[config.mk]
export PLATFORM = sky130hd
export DESIGN_NAME = graph_bfs_dfs_traversal_core_flat
export DESIGN_NICKNAME = d
export VERILOG_FILES = /design/src/rtl/core/gtrav_pkg.sv /design/src/rtl/core/gtrav_in_if.sv /design/src/rtl/core/gtrav_out_if.sv /design/src/rtl/core/gtrav_ram.sv /design/src/rtl/core/graph_bfs_dfs_traversal_core.sv /design/src/flat_wrapper.sv
export VERILOG_INCLUDE_DIRS = /design/src /design/src/rtl/core
export SDC_FILE = /design/constraint.sdc
export NUM_CORES = 2
export LEC_CHECK = 0
export ABC_AREA = 1
export BUFFER_PORTS_ARGS = -buffer_cell sky130_fd_sc_hd__buf_2
export CAP_MARGIN = 20
export CORE_UTILIZATION = 40
export CTS_BUF_LIST = sky130_fd_sc_hd__clkbuf_16
export CTS_CLUSTER_SIZE = 14
export DETAILED_ROUTE_END_ITERATION = 6
export MAX_ROUTING_LAYER = met4
export PLACE_DENSITY_LB_ADDON = 0.3
export RECOVER_POWER = 50
export SLEW_MARGIN = 25
export SYNTH_ARGS = -nofsm -noshare
export SYNTH_HDL_FRONTEND = slang
export SYNTH_SLANG_ARGS = --single-unit
[constraint.sdc]
create_clock -name clk_i -period 75 [get_ports clk_i]
set_input_delay 3.75 -clock clk_i [delete_from_list [all_inputs] [get_ports clk_i]]
set_output_delay 3.75 -clock clk_i [all_outputs]
set_load 0.05 [all_outputs]
[src/rtl/core/graph_bfs_dfs_traversal_core_macros.svh]
// ----------------------------------------------------------------------------
// graph traversal core assertion macros
// shared property wrappers for the traversal core
// ----------------------------------------------------------------------------
`ifndef GRAPH_BFS_DFS_TRAVERSAL_CORE_MACROS_SVH
`define GRAPH_BFS_DFS_TRAVERSAL_CORE_MACROS_SVH

// checked only while out of reset
`define GTRAV_ASSERT(lbl, prop, msg) \
  lbl: assert property (@(posedge clk_i) disable iff (!rst_ni) (prop)) else $error(msg);

// checked at every edge, reset included
`define GTRAV_ASSERT_ALWAYS(lbl, prop, msg) \
  lbl: assert property (@(posedge clk_i) (prop)) else $error(msg);

`endif

[src/rtl/core/gtrav_pkg.sv]
// ----------------------------------------------------------------------------
// gtrav_pkg
// types and codes shared by the graph traversal core
// ----------------------------------------------------------------------------
`timescale 1ns / 1ps
package gtrav_pkg;

  localparam int NODE_W = 5;
  localparam int CMD_W  = 2;
  localparam int ST_W   = 2;

  localparam logic [CMD_W-1:0] CMD_ADD_EDGE = 2'd0;
  localparam logic [CMD_W-1:0] CMD_TRAVERSE = 2'd1;
  localparam logic [CMD_W-1:0] CMD_CLEAR    = 2'd2;

  localparam logic [ST_W-1:0] ST_VISIT   = 2'd0;
  localparam logic [ST_W-1:0] ST_STORED  = 2'd1;
  localparam logic [ST_W-1:0] ST_DROPPED = 2'd2;
  localparam logic [ST_W-1:0] ST_CLEARED = 2'd3;

  typedef struct packed {
    logic [CMD_W-1:0]  cmd;
    logic [NODE_W-1:0] node_a;
    logic [NODE_W-1:0] node_b;
    logic              one_way;
  } in_item_t;

  typedef struct packed {
    logic [NODE_W-1:0] visited_node;
    logic [ST_W-1:0]   status;
    logic              last;
  } out_item_t;

endpackage

[src/rtl/core/gtrav_in_if.sv]
// ----------------------------------------------------------------------------
// gtrav_in_if
// command channel of the traversal core
// ----------------------------------------------------------------------------
`timescale 1ns / 1ps
interface gtrav_in_if;
  logic                valid;
  logic                ready;
  gtrav_pkg::in_item_t payload;

  modport source (output valid, output payload, input ready);
  modport sink (input valid, input payload, output ready);
endinterface

[src/rtl/core/gtrav_out_if.sv]
// ----------------------------------------------------------------------------
// gtrav_out_if
// result channel of the traversal core
// ----------------------------------------------------------------------------
`timescale 1ns / 1ps
interface gtrav_out_if;
  logic                 valid;
  logic                 ready;
  gtrav_pkg::out_item_t payload;

  modport source (output valid, output payload, input ready);
  modport sink (input valid, input payload, output ready);
endinterface

[src/rtl/core/gtrav_ram.sv]
// ----------------------------------------------------------------------------
// gtrav_ram
// simple dual port ram, one write and one registered read port
// ----------------------------------------------------------------------------
`timescale 1ns / 1ps
module gtrav_ram #(
  parameter int WIDTH = 8,
  parameter int DEPTH = 32
) (
  input  logic                                         clk_i,
  input  logic                                         we_i,
  input  logic [((DEPTH > 1) ? $clog2(DEPTH) : 1)-1:0] waddr_i,
  input  logic [WIDTH-1:0]                             wdata_i,
  input  logic [((DEPTH > 1) ? $clog2(DEPTH) : 1)-1:0] raddr_i,
  output logic [WIDTH-1:0]                             rdata_o
);
  logic [WIDTH-1:0] mem_q [DEPTH];

  always_ff @(posedge clk_i) begin
    if (we_i) begin
      mem_q[waddr_i] <= wdata_i;
    end
    rdata_o <= mem_q[raddr_i];
  end
endmodule

[src/rtl/core/graph_bfs_dfs_traversal_core.sv]
// ----------------------------------------------------------------------------
// graph_bfs_dfs_traversal_core
// adjacency list store with breadth-first and depth-first walk
// ----------------------------------------------------------------------------
// One command is worked at a time; the command channel is ready whenever the
// sequencer is idle, even while a result sits in the output register. An add
// edge reads both list lengths, writes the first entry, writes the second entry
// for an undirected edge and then sends its result; a clear resets the list
// lengths and sends its result. A breadth-first walk pops a node, reads its length
// and scans each stored neighbour; a depth-first walk reads each node's length,
// scans its neighbours and pops the stack when it returns to a node. The list length,
// neighbour, queue and stack memories all have a registered read port. Results
// stall the walk only while the output register is full and out_o is not ready.
`timescale 1ns / 1ps
`include "graph_bfs_dfs_traversal_core_macros.svh"
module graph_bfs_dfs_traversal_core #(
  parameter int NODE_COUNT = 32,
  parameter int MAX_DEGREE = 16
) (
  input  logic        clk_i,
  input  logic        rst_ni,
  input  logic        cfg_we_i,
  input  logic        cfg_wdata_i,
  gtrav_in_if.sink    in_i,
  gtrav_out_if.source out_o
);
  import gtrav_pkg::*;

  localparam int NIW = $clog2(NODE_COUNT);
  localparam int CW  = $clog2(NODE_COUNT + 1);
  localparam int LW  = $clog2(MAX_DEGREE + 1);
  localparam int NBD = NODE_COUNT * MAX_DEGREE;
  localparam int NAW = $clog2(NBD);
  localparam int SW  = NIW + LW;
  localparam logic [LW:0] MaxDeg = (LW + 1)'(MAX_DEGREE);
  localparam logic [6:0]  NodeLim = 7'(NODE_COUNT);

  localparam logic [3:0] S_IDLE     = 4'd0;
  localparam logic [3:0] S_ADD_LA   = 4'd1;
  localparam logic [3:0] S_ADD_LB   = 4'd2;
  localparam logic [3:0] S_ADD_B    = 4'd3;
  localparam logic [3:0] S_RESP     = 4'd4;
  localparam logic [3:0] S_BFS_POP  = 4'd5;
  localparam logic [3:0] S_BFS_NODE = 4'd6;
  localparam logic [3:0] S_BFS_LEN  = 4'd7;
  localparam logic [3:0] S_BFS_SCAN = 4'd8;
  localparam logic [3:0] S_BFS_CHK  = 4'd9;
  localparam logic [3:0] S_DFS_LREQ = 4'd10;
  localparam logic [3:0] S_DFS_LEN  = 4'd11;
  localparam logic [3:0] S_DFS_SCAN = 4'd12;
  localparam logic [3:0] S_DFS_CHK  = 4'd13;
  localparam logic [3:0] S_DFS_POP  = 4'd14;
  localparam logic [3:0] S_FIN      = 4'd15;

  logic [3:0]            state_q, state_d;
  logic                  order_q;
  logic [NODE_W-1:0]     a_q, a_d, b_q, b_d;
  logic                  ow_q, ow_d;
  logic [LW-1:0]         la_q, la_d, lb_q, lb_d;
  logic [ST_W-1:0]       resp_q, resp_d;
  logic [LW-1:0]         len_q, len_d, pos_q, pos_d;
  logic [NIW-1:0]        cur_q, cur_d;
  logic [CW-1:0]         head_q, head_d, tail_q, tail_d, depth_q, depth_d;
  logic                  hold_vld_q, hold_vld_d;
  logic [NIW-1:0]        hold_node_q, hold_node_d;
  logic [NODE_COUNT-1:0] visited_q, visited_d;
  logic [NODE_COUNT-1:0] len_vld_q, len_vld_d;
  logic                  len_rvld_q;
  logic                  out_vld_q;
  out_item_t             out_q;

  logic                  emit, can_emit;
  out_item_t             emit_item;

  logic                  len_we;
  logic [NIW-1:0]        len_waddr, len_raddr;
  logic [LW-1:0]         len_wdata, len_rdata, len_rd;
  logic                  nbr_we;
  logic [NAW-1:0]        nbr_waddr, nbr_raddr;
  logic [NODE_W-1:0]     nbr_wdata, nbr_rdata;
  logic                  pq_we;
  logic [NIW-1:0]        pq_waddr, pq_wdata, pq_raddr, pq_rdata;
  logic                  stk_we;
  logic [NIW-1:0]        stk_waddr, stk_raddr;
  logic [SW-1:0]         stk_wdata, stk_rdata;

  logic [6:0]            in_a7, a7, b7, nb7;
  logic [NIW-1:0]        in_a_idx, a_idx, b_idx, nb_idx;
  logic                  in_a_ok, ab_ok, nb_ok;
  logic [LW:0]           la_x, lb_x;
  logic                  add_ok;
  logic [CW-1:0]         depth_m1, depth_m2;
  logic                  in_fire;

  assign in_fire  = in_i.valid && in_i.ready;
  assign in_i.ready = (state_q == S_IDLE);
  assign can_emit = !out_vld_q || out_o.ready;

  assign in_a7    = 7'(in_i.payload.node_a);
  assign in_a_idx = in_a7[NIW-1:0];
  assign in_a_ok  = in_a7 < NodeLim;
  assign a7       = 7'(a_q);
  assign b7       = 7'(b_q);
  assign a_idx    = a7[NIW-1:0];
  assign b_idx    = b7[NIW-1:0];
  assign ab_ok    = (a7 < NodeLim) && (b7 < NodeLim);
  assign nb7      = 7'(nbr_rdata);
  assign nb_idx   = nb7[NIW-1:0];
  assign nb_ok    = nb7 < NodeLim;
  assign len_rd   = len_rvld_q ? len_rdata : '0;
  assign la_x     = (LW + 1)'(la_q);
  assign lb_x     = (LW + 1)'(len_rd);
  assign depth_m1 = depth_q - CW'(1);
  assign depth_m2 = depth_q - CW'(2);

  always_comb begin
    if (ow_q) begin
      add_ok = la_x < MaxDeg;
    end else if (a_q == b_q) begin
      add_ok = (la_x + (LW + 1)'(2)) <= MaxDeg;
    end else begin
      add_ok = (la_x < MaxDeg) && (lb_x < MaxDeg);
    end
  end

  always_comb begin
    unique case (state_q)
      S_IDLE:              len_raddr = in_a_idx;
      S_ADD_LA, S_ADD_LB:  len_raddr = b_idx;
      S_BFS_NODE:          len_raddr = pq_rdata;
      default:             len_raddr = cur_q;
    endcase
  end

  assign nbr_raddr = NAW'(int'(cur_q) * MAX_DEGREE + int'(pos_q));
  assign pq_raddr  = head_q[NIW-1:0];
  assign stk_raddr = depth_m2[NIW-1:0];
  assign stk_waddr = depth_m1[NIW-1:0];
  assign stk_wdata = {cur_q, pos_q + LW'(1)};

  always_comb begin
    state_d     = state_q;
    a_d         = a_q;
    b_d         = b_q;
    ow_d        = ow_q;
    la_d        = la_q;
    lb_d        = lb_q;
    resp_d      = resp_q;
    len_d       = len_q;
    pos_d       = pos_q;
    cur_d       = cur_q;
    head_d      = head_q;
    tail_d      = tail_q;
    depth_d     = depth_q;
    hold_vld_d  = hold_vld_q;
    hold_node_d = hold_node_q;
    visited_d   = visited_q;
    len_vld_d   = len_vld_q;
    emit        = 1'b0;
    emit_item   = '{visited_node: '0, status: ST_VISIT, last: 1'b0};
    len_we      = 1'b0;
    len_waddr   = a_idx;
    len_wdata   = la_q + LW'(1);
    nbr_we      = 1'b0;
    nbr_waddr   = NAW'(int'(a_idx) * MAX_DEGREE + int'(la_q));
    nbr_wdata   = b_q;
    pq_we       = 1'b0;
    pq_waddr    = tail_q[NIW-1:0];
    pq_wdata    = nb_idx;
    stk_we      = 1'b0;

    unique case (state_q)
      S_IDLE: begin
        if (in_fire) begin
          a_d  = in_i.payload.node_a;
          b_d  = in_i.payload.node_b;
          ow_d = in_i.payload.one_way;
          priority case (in_i.payload.cmd)
            CMD_ADD_EDGE: begin
              state_d = S_ADD_LA;
            end
            CMD_TRAVERSE: begin
              if (in_a_ok) begin
                visited_d           = '0;
                visited_d[in_a_idx] = 1'b1;
                if (order_q) begin
                  hold_vld_d  = 1'b1;
                  hold_node_d = in_a_idx;
                  cur_d       = in_a_idx;
                  pos_d       = '0;
                  depth_d     = CW'(1);
                  state_d     = S_DFS_LREQ;
                end else begin
                  pq_we    = 1'b1;
                  pq_waddr = '0;
                  pq_wdata = in_a_idx;
                  head_d   = '0;
                  tail_d   = CW'(1);
                  state_d  = S_BFS_POP;
                end
              end
            end
            CMD_CLEAR: begin
              len_vld_d = '0;
              resp_d    = ST_CLEARED;
              state_d   = S_RESP;
            end
            default: ;
          endcase
        end
      end
      S_ADD_LA: begin
        la_d = len_rd;
        if (ab_ok) begin
          state_d = S_ADD_LB;
        end else begin
          resp_d  = ST_DROPPED;
          state_d = S_RESP;
        end
      end
      S_ADD_LB: begin
        if (add_ok) begin
          nbr_we           = 1'b1;
          len_we           = 1'b1;
          len_vld_d[a_idx] = 1'b1;
          lb_d             = (a_q == b_q) ? (la_q + LW'(1)) : len_rd;
          if (ow_q) begin
            resp_d  = ST_STORED;
            state_d = S_RESP;
          end else begin
            state_d = S_ADD_B;
          end
        end else begin
          resp_d  = ST_DROPPED;
          state_d = S_RESP;
        end
      end
      S_ADD_B: begin
        nbr_we           = 1'b1;
        nbr_waddr        = NAW'(int'(b_idx) * MAX_DEGREE + int'(lb_q));
        nbr_wdata        = a_q;
        len_we           = 1'b1;
        len_waddr        = b_idx;
        len_wdata        = lb_q + LW'(1);
        len_vld_d[b_idx] = 1'b1;
        resp_d           = ST_STORED;
        state_d          = S_RESP;
      end
      S_RESP: begin
        if (can_emit) begin
          emit      = 1'b1;
          emit_item = '{visited_node: '0, status: resp_q, last: 1'b1};
          state_d   = S_IDLE;
        end
      end
      S_BFS_POP: begin
        state_d = (head_q == tail_q) ? S_FIN : S_BFS_NODE;
      end
      S_BFS_NODE: begin
        if (!hold_vld_q || can_emit) begin
          emit        = hold_vld_q;
          emit_item   = '{visited_node: NODE_W'(hold_node_q), status: ST_VISIT, last: 1'b0};
          hold_vld_d  = 1'b1;
          hold_node_d = pq_rdata;
          cur_d       = pq_rdata;
          head_d      = head_q + CW'(1);
          state_d     = S_BFS_LEN;
        end
      end
      S_BFS_LEN: begin
        len_d   = len_rd;
        pos_d   = '0;
        state_d = S_BFS_SCAN;
      end
      S_BFS_SCAN: begin
        state_d = (pos_q < len_q) ? S_BFS_CHK : S_BFS_POP;
      end
      S_BFS_CHK: begin
        if (nb_ok && !visited_q[nb_idx] && (tail_q < CW'(NODE_COUNT))) begin
          visited_d[nb_idx] = 1'b1;
          pq_we             = 1'b1;
          tail_d            = tail_q + CW'(1);
        end
        pos_d   = pos_q + LW'(1);
        state_d = S_BFS_SCAN;
      end
      S_DFS_LREQ: begin
        state_d = S_DFS_LEN;
      end
      S_DFS_LEN: begin
        len_d   = len_rd;
        state_d = S_DFS_SCAN;
      end
      S_DFS_SCAN: begin
        if (pos_q < len_q) begin
          state_d = S_DFS_CHK;
        end else if (depth_q == CW'(1)) begin
          state_d = S_FIN;
        end else begin
          depth_d = depth_m1;
          state_d = S_DFS_POP;
        end
      end
      S_DFS_CHK: begin
        if (nb_ok && !visited_q[nb_idx] && (depth_q < CW'(NODE_COUNT))) begin
          if (can_emit) begin
            emit              = 1'b1;
            emit_item         = '{visited_node: NODE_W'(hold_node_q), status: ST_VISIT,
                                  last: 1'b0};
            hold_node_d       = nb_idx;
            visited_d[nb_idx] = 1'b1;
            stk_we            = 1'b1;
            cur_d             = nb_idx;
            pos_d             = '0;
            depth_d           = depth_q + CW'(1);
            state_d           = S_DFS_LREQ;
          end
        end else begin
          pos_d   = pos_q + LW'(1);
          state_d = S_DFS_SCAN;
        end
      end
      S_DFS_POP: begin
        cur_d   = stk_rdata[SW-1:LW];
        pos_d   = stk_rdata[LW-1:0];
        state_d = S_DFS_LREQ;
      end
      S_FIN: begin
        if (can_emit) begin
          emit       = 1'b1;
          emit_item  = '{visited_node: NODE_W'(hold_node_q), status: ST_VISIT, last: 1'b1};
          hold_vld_d = 1'b0;
          state_d    = S_IDLE;
        end
      end
      default: begin
        state_d = S_IDLE;
      end
    endcase
  end

  always_ff @(posedge clk_i or negedge rst_ni) begin
    if (!rst_ni) begin
      state_q    <= S_IDLE;
      order_q    <= 1'b0;
      head_q     <= '0;
      tail_q     <= '0;
      depth_q    <= '0;
      hold_vld_q <= 1'b0;
      visited_q  <= '0;
      len_vld_q  <= '0;
      len_rvld_q <= 1'b0;
      out_vld_q  <= 1'b0;
    end else begin
      state_q    <= state_d;
      head_q     <= head_d;
      tail_q     <= tail_d;
      depth_q    <= depth_d;
      hold_vld_q <= hold_vld_d;
      visited_q  <= visited_d;
      len_vld_q  <= len_vld_d;
      len_rvld_q <= len_vld_q[len_raddr];
      if (cfg_we_i) begin
        order_q <= cfg_wdata_i;
      end
      if (emit) begin
        out_vld_q <= 1'b1;
      end else if (out_o.ready) begin
        out_vld_q <= 1'b0;
      end
    end
  end

  always_ff @(posedge clk_i) begin
    a_q         <= a_d;
    b_q         <= b_d;
    ow_q        <= ow_d;
    la_q        <= la_d;
    lb_q        <= lb_d;
    resp_q      <= resp_d;
    len_q       <= len_d;
    pos_q       <= pos_d;
    cur_q       <= cur_d;
    hold_node_q <= hold_node_d;
    if (emit) begin
      out_q <= emit_item;
    end
  end

  assign out_o.valid   = out_vld_q;
  assign out_o.payload = out_q;

  gtrav_ram #(.WIDTH(LW), .DEPTH(NODE_COUNT)) u_len_ram (
    .clk_i   (clk_i),
    .we_i    (len_we),
    .waddr_i (len_waddr),
    .wdata_i (len_wdata),
    .raddr_i (len_raddr),
    .rdata_o (len_rdata)
  );

  gtrav_ram #(.WIDTH(NODE_W), .DEPTH(NBD)) u_nbr_ram (
    .clk_i   (clk_i),
    .we_i    (nbr_we),
    .waddr_i (nbr_waddr),
    .wdata_i (nbr_wdata),
    .raddr_i (nbr_raddr),
    .rdata_o (nbr_rdata)
  );

  gtrav_ram #(.WIDTH(NIW), .DEPTH(NODE_COUNT)) u_queue_ram (
    .clk_i   (clk_i),
    .we_i    (pq_we),
    .waddr_i (pq_waddr),
    .wdata_i (pq_wdata),
    .raddr_i (pq_raddr),
    .rdata_o (pq_rdata)
  );

  gtrav_ram #(.WIDTH(SW), .DEPTH(NODE_COUNT)) u_stack_ram (
    .clk_i   (clk_i),
    .we_i    (stk_we),
    .waddr_i (stk_waddr),
    .wdata_i (stk_wdata),
    .raddr_i (stk_raddr),
    .rdata_o (stk_rdata)
  );

  `GTRAV_ASSERT_ALWAYS(a_idle_no_hold, (state_q == S_IDLE) |-> !hold_vld_q, "held visit left at idle")
  `GTRAV_ASSERT(a_queue_order, head_q <= tail_q, "queue head passed tail")
  `GTRAV_ASSERT(a_depth_bound, depth_q <= CW'(NODE_COUNT), "stack depth overflow")
  `GTRAV_ASSERT(a_walk_start, (in_fire && (in_i.payload.cmd == CMD_TRAVERSE) && in_a_ok) |=> ($countones(visited_q) == 1), "visited marks not reset at walk start")
  `GTRAV_ASSERT(a_emit_room, emit |-> can_emit, "result written over pending output")

endmodule

[src/flat_wrapper.sv]
// flat-port wrapper written by rule: the top's interface ports become plain ports
module graph_bfs_dfs_traversal_core_flat import gtrav_pkg::*;
#(
  parameter int NODE_COUNT = 32,
  parameter int MAX_DEGREE = 16
)
  (clk_i, rst_ni, cfg_we_i, cfg_wdata_i, in_i_valid, in_i_payload, in_i_ready, out_o_valid, out_o_payload, out_o_ready);
  gtrav_in_if in_i_i ();
  gtrav_out_if out_o_i ();
  input  logic clk_i;
  input  logic rst_ni;
  input  logic cfg_we_i;
  input  logic cfg_wdata_i;
  input wire logic [$bits(in_i_i.valid)-1:0] in_i_valid;
  input wire logic [$bits(in_i_i.payload)-1:0] in_i_payload;
  output wire logic [$bits(in_i_i.ready)-1:0] in_i_ready;
  output wire logic [$bits(out_o_i.valid)-1:0] out_o_valid;
  output wire logic [$bits(out_o_i.payload)-1:0] out_o_payload;
  input wire logic [$bits(out_o_i.ready)-1:0] out_o_ready;
  assign in_i_i.valid = in_i_valid;
  assign in_i_i.payload = in_i_payload;
  assign in_i_ready = in_i_i.ready;
  assign out_o_valid = out_o_i.valid;
  assign out_o_payload = out_o_i.payload;
  assign out_o_i.ready = out_o_ready;
  graph_bfs_dfs_traversal_core #(.NODE_COUNT(NODE_COUNT), .MAX_DEGREE(MAX_DEGREE)) u_core (.clk_i(clk_i), .rst_ni(rst_ni), .cfg_we_i(cfg_we_i), .cfg_wdata_i(cfg_wdata_i), .in_i(in_i_i), .out_o(out_o_i));
endmodule
After elaboration in Yosys (flattened, before gate mapping)
Memory sizes are Yosys's and may differ from the RTL's. A register that Yosys moved wholly into a read port is not among the register bits.
Index checks and enable logic that the tools add are counted.
W data, S select, Z words.
Operators by class
  $add $sub $neg: 12
  magnitude comparators: 19
  equality and inequality tests: 40
  mux-type cells: 135
  bitwise logic cells: 3
  reductions and logical operators: 45
Operators with widths (count)
  $mux W32: 9
  $pmux W32 S3: 2
  $mux W5: 28
  $mux W6: 18
  $or A32 B32 Y32: 3
  $pmux W4 S14: 1
  $lt A5 B6 Y1 const B: 9
  $mux W4: 10
  $mux W1: 33
  $eq A4 B4 Y1 const B: 8
  $mux W8: 4
  $pmux W8 S4: 1
  $pmux W5 S3: 2
  $add A9 B5 Y9: 3
  $pmux W5 S5: 1
  $pmux W6 S2: 2
  $reduce_and A6 Y1: 4
  $demux W1 S5: 4
  $ge A5 B1 Y1 const B: 4
  $pmux W5 S4: 1
  $add A6 B1 Y6 const B: 3
  $ne A2 B2 Y1 const B: 9
  $pmux W6 S3: 1
  $eq A4 B3 Y1 const B: 4
  other kinds (43): 90
Word-level totals
  bits in registers: 141
  RAM bits: 3200
  output and inout port bits: 10
  word-level logic and storage cells: 281
  memories kept: 4
Memory list
  u_core.u_nbr_ram.mem_q: depth 512, bits a word 5, rd ports 1, clocked after Yosys merged registers in 1, wr ports 1, line gtrav_ram.sv:17  | logic [WIDTH-1:0] mem_q [DEPTH];
  u_core.u_stack_ram.mem_q: depth 32, bits a word 10, rd ports 1, clocked after Yosys merged registers in 1, wr ports 1, line gtrav_ram.sv:17
  u_core.u_len_ram.mem_q: depth 32, bits a word 5, rd ports 1, clocked after Yosys merged registers in 1, wr ports 1, line gtrav_ram.sv:17
  u_core.u_queue_ram.mem_q: depth 32, bits a word 5, rd ports 1, clocked after Yosys merged registers in 1, wr ports 1, line gtrav_ram.sv:17

Logic depth before layout (Yosys ltp)
  depth after elaboration: 9
  mapped depth: 20
  depth with buffers taken out: 15

By module
Synthesis repeated with hierarchy kept, for this count alone.
Second synthesis, totals
  cells, all modules: 12707
  area, all modules: 141710.9 um^2
By module, submodules not included
  gtrav_ram (u_core.u_nbr_ram): times used 1, cells each 8941, area each 104639.1 um^2, seq. area each 76973.8 um^2
  gtrav_ram (u_core.u_len_ram ...): times used 2, cells each 595, area each 6796.5 um^2, seq. area each 4904.7 um^2
  gtrav_ram (u_core.u_stack_ram): times used 1, cells each 1140, area each 13330.3 um^2, seq. area each 9809.4 um^2
  graph_bfs_dfs_traversal_core: times used 1, cells each 1436, area each 10148.5 um^2, seq. area each 3783.6 um^2

Worst setup path before layout
Ideal clock, no wire load.
  path kind: register -> register
  start: reg u_core.state_q[1]
  end: mem u_core.u_nbr_ram.mem_q[0][0] (netlist bit) (data pin)
  arrival: 20.783 ns
  required time: 70.830 ns
  setup slack: 50.047 ns
  cell stages (with the launch flop): 7
  buffers on the path: 3
  period minus slack after synthesis: 24.953 ns
  path through: dfrtp_1 buf_2 nand2_2 nor2_4 buf_2 clkbuf_1 o21ai_0
On the way
  cells in the longest elaborated chain, start to end: 2
RTL lines
  start, declared: line graph_bfs_dfs_traversal_core.sv:55  | logic [3:0] state_q, state_d;
  start signal, assigned: line graph_bfs_dfs_traversal_core.sv:355  | state_q <= state_d;
  $eq A4 B2 Y1: line graph_bfs_dfs_traversal_core.sv:172  | unique case (state_q)
  $mux W5: line graph_bfs_dfs_traversal_core.sv:172
  via u_core.nbr_wdata[0]: line graph_bfs_dfs_traversal_core.sv:80  | logic [NODE_W-1:0] nbr_wdata, nbr_rdata;
  end, declared: line gtrav_ram.sv:17
The timed path passes the listed nets, and every way through them passes these cells.

Worst setup path after layout
  start: reg u_core.state_q[3]
  end: mem u_core.u_nbr_ram.mem_q[346][3] (netlist bit) (data pin)
Same word-level chain as after synthesis.

==> flow_summary.ini <==
[run_status]
status = finished with violations
violations = DRC, capacitance limit, slew limit

[cts]
cts_hold_buffers = 0
clkSinkCount = 3366
insertion_delay_ns = 0.97
clk_pin_slew_worst_paths_ns = 0.06
postCtsSetupRepairBufs = 0
cts_root_buf = clkbuf_16
htree_levels = 5
clockBufferDepth = 4
tritoncts = built
cts_made_buffers = 358
cts.repair.resized = 0

[die]
die_x_um = 600.1
core_area_mm2 = 0.3559
fp.dieH_um = 600.1
start_util = 0.4020
rows = 219
io_pins = 29
die_area_mm2 = 0.3602

[placement]
numPortBuffers = 28
place_congestion = 0.8659
dp_hpwl_mm = 218.7
dpl_worst_slack_ns = 68.00

[timing]
fin_crit_sh = 0.2054
fin_ws_ns = 59.59
period_minus_slack_ns = 15.41
fmax_mhz = 64.90
clock_skew_ns = 0.1031
maxSlewViolCount = 3391
setup_viol = 0
tns_ns = 0
max_slew_margin = -4.340
rsz0062_at_grt = no
hold_violations = 0
worst_slew_pin_slew_ns = 8.011

[power_and_ir_drop]
leakagePower_nw = 56.86
power_density_mw_per_mm2 = 40.53
power_w = 0.006420
vdd_drop_max_mv = 0.03525

[route]
wirelength_mm = 394.8
wire_per_inst_um = 21.85
vias = 96530
drc = 10
drt-initial-drc-count = 10820
ant_nets = 0
routed_via_density = 5.344
detail_route.first_pass.iterations = 7

[worst_setup_path]
r2r-end = u_core.u_nbr_ram.mem_q[346][3]
ff2ff_path_depth = 8
cp_max_fo = 145
path_common_cell = clkbuf_1
path_class = reg2reg
path_cells = nor2_1 > clkinv_1 > nor2_1 > nand2_1 > o21ai_0 > clkbuf_1 > clkbuf_1 > clkbuf_1
start_kind = register
end_kind = register
rr_startpoint = u_core.state_q[3]
cp.required_ns = 75.31
r2r_setup_slack_ns = 59.59
critical-path-top-delay-family = buffers and inverters
slowest_delay_ns = 5.17
slowest_stage = clkbuf_1
crit_arrival_ns = 15.72
critPathBufInv = 4

[synth]
async_reset_ff_frac = 0.02674
synth_nets = 13330
synth_area_mm2 = 0.1431
synthCells = 13280
synth_edf_count = 3251
syn-mean-instance-area_um2 = 10.77
ys_warn_count = 0
synth_cell_types = 52
yosysSeqAreaShare = 0.7014
ys_ff_latch = 3366
synthFlopType = edfxtp_1

[final_layout]
multi_input_area_mm2 = 0.03679
layout-drive-gt1-share = 0.05552
area_delta_synth_final_pct = 10.69
fin_util = 0.4450
nets = 13070
nFillCells = 32740
ff_latch_area_mm2 = 0.1004

[job]
drv_cap = 65

[grt]
grt_pass1_vias = 91490
gr-total-overflow = 0
grt_use_total = 0.2211
antenna_found_initial = 10
grt_pass1_wl_mm = 586.9
grt_max_degree = 210

[min_path]
min_path_type = reg2reg
whs_path_depth = 2
holdPathEnd = u_core.visited_q[5]
min_from = u_core.visited_q[5]
through the flow:
| stage | cell area, µm² | hold WS [ns] | cells |
|---|---|---|---|
| after global placement | 147500 | 0.4845 | 17410 |
| final | 158400 | 0.5015 | 18060 |
| after CTS | 158900 | 0.4994 | 18060 |
| after floorplan | 143100 | 0.4642 | 13280 |
| after detailed placement | 147500 | 0.4847 | 17410 |
| after global routing | 158400 | 0.5204 | 18060 |
worst max-delay path by stage:
stage,startpoint,end,slack (ns),cells past startpoint
final,u_core.state_q[3],u_core.u_nbr_ram.mem_q[346][3],59.59,8
after global routing,u_core.state_q[2],u_core.u_nbr_ram.mem_q[343][3],58.75,8
after CTS,u_core.state_q[3],in_i_ready,68.40,4
after detailed placement,in_i_payload[12],u_core.u_queue_ram.mem_q[20][1],68.00,12
after global placement,in_i_payload[12],u_core.u_queue_ram.mem_q[16][0],68.04,12
after floorplan,u_core.state_q[1],u_core.u_nbr_ram.mem_q[0][0],50.05,6
logic make-up (layout without fill, tap and decap cells):
group	Yosys count	in the layout	synth area share
xor gates and xnor gates	30	30	0.001836
muxes	1	1	0.00006995
AOI/OAI and AO/OA	1540	1540	0.05838
adders and majority gates	27	27	0.002361
and+or+nand+nor	6797	6797	0.1934
buffers and inverters	1521	1549	0.04255
other	0	3	0
DFF	3366	3366	0.7014
cell type report:
class,instances,share of cell area
diodes,3,0.00004739
clock buffers,365,0.05766
clock inverters,284,0.01405
inverters,706,0.01694
multi-input cells,8395,0.2323
flip-flops and latches,3366,0.6337
well taps,4751,0.03753
repair buffers,194,0.007780
layout by cell type, fill, tap and decap left out, types with 65 or more instances in the layout:
master / count
edfxtp_1: 3251
nand2_1: 2917
nor2_1: 2430
nand3_1: 1248
o21ai_0: 1033
inv_1: 760
clkbuf_16: 365
a21oi_1: 241
buf_4: 104
clkinv_1: 93
dfrtp_1: 88
o221ai_1: 74
clkbuf_1: 71
or2_2: 65
synthesized netlist by cell type (6+ instances only):
cell	count	area, µm²
nor2_2	9	56.30
nor3_1	20	100.1
o22ai_1	48	300.3
clkbuf_1	513	1926
ha_1	27	337.8
buf_1	66	247.7
nand3b_1	52	390.4
nand4_1	25	156.4
o221ai_1	74	648.1
buf_4	26	195.2
inv_1	688	2582
edfxtp_1	3251	97620
a22oi_1	16	120.1
a31oi_1	26	162.7
a21oi_1	243	1216
and3_1	8	50.05
inv_2	12	45.04
xnor2_1	8	70.07
o31ai_1	8	60.06
dfrtp_1	90	2252
o21ai_1	15	75.07
nand3_1	1242	6216
nor2_1	2434	9136
nand3_2	8	80.08
o211ai_1	58	435.4
dfxtp_1	25	500.5
clkinv_1	6	22.52
nand2_1	2919	10960
xor2_1	22	192.7
o21ai_0	1031	5160
or2_2	65	406.6
buf_2	205	1026
worst register-to-register path, stage by stage (launching register included):
cell and delay (ns):
dfrtp_1 0.43, nor2_1 0.52, clkinv_1 0.15, nor2_1 1.40, nand2_1 0.11, o21ai_0 1.31, clkbuf_1 5.18, clkbuf_1 3.35
clkbuf_1 2.28
report_power, final:
part / internal, W / total, W / switching (W)
combinational: 0.000542 / 0.00233 / 0.00178
clock: 0.000995 / 0.00173 / 0.000736
sequential: 0.00232 / 0.00236 / 0.0000404
flip-flops by register name (all words and copies together) (netlist names), 6 cells and up:
| name | flops |
|---|---|
| u_core.u_nbr_ram.mem_q | 2560 |
| u_core.u_stack_ram.mem_q | 320 |
| u_core.u_len_ram.mem_q | 160 |
| u_core.u_queue_ram.mem_q | 160 |
| u_core.len_vld_q | 32 |
| u_core.visited_q | 32 |
| u_core.u_stack_ram.rdata_o | 10 |
| u_core.out_o.payload | 8 |
| u_core.depth_q | 6 |
| u_core.head_q | 6 |
| u_core.tail_q | 6 |
metal layers:
metal  routed length, µm  track usage  vias up
met2              184000       0.3477     3634
met1              169700       0.3010    47320
met4               12000      0.06652        0
met3               29060      0.02735      629
met5                   0            -        -
li1                    -            -    44950
Note: power is estimated with default switching activity, not from simulation.
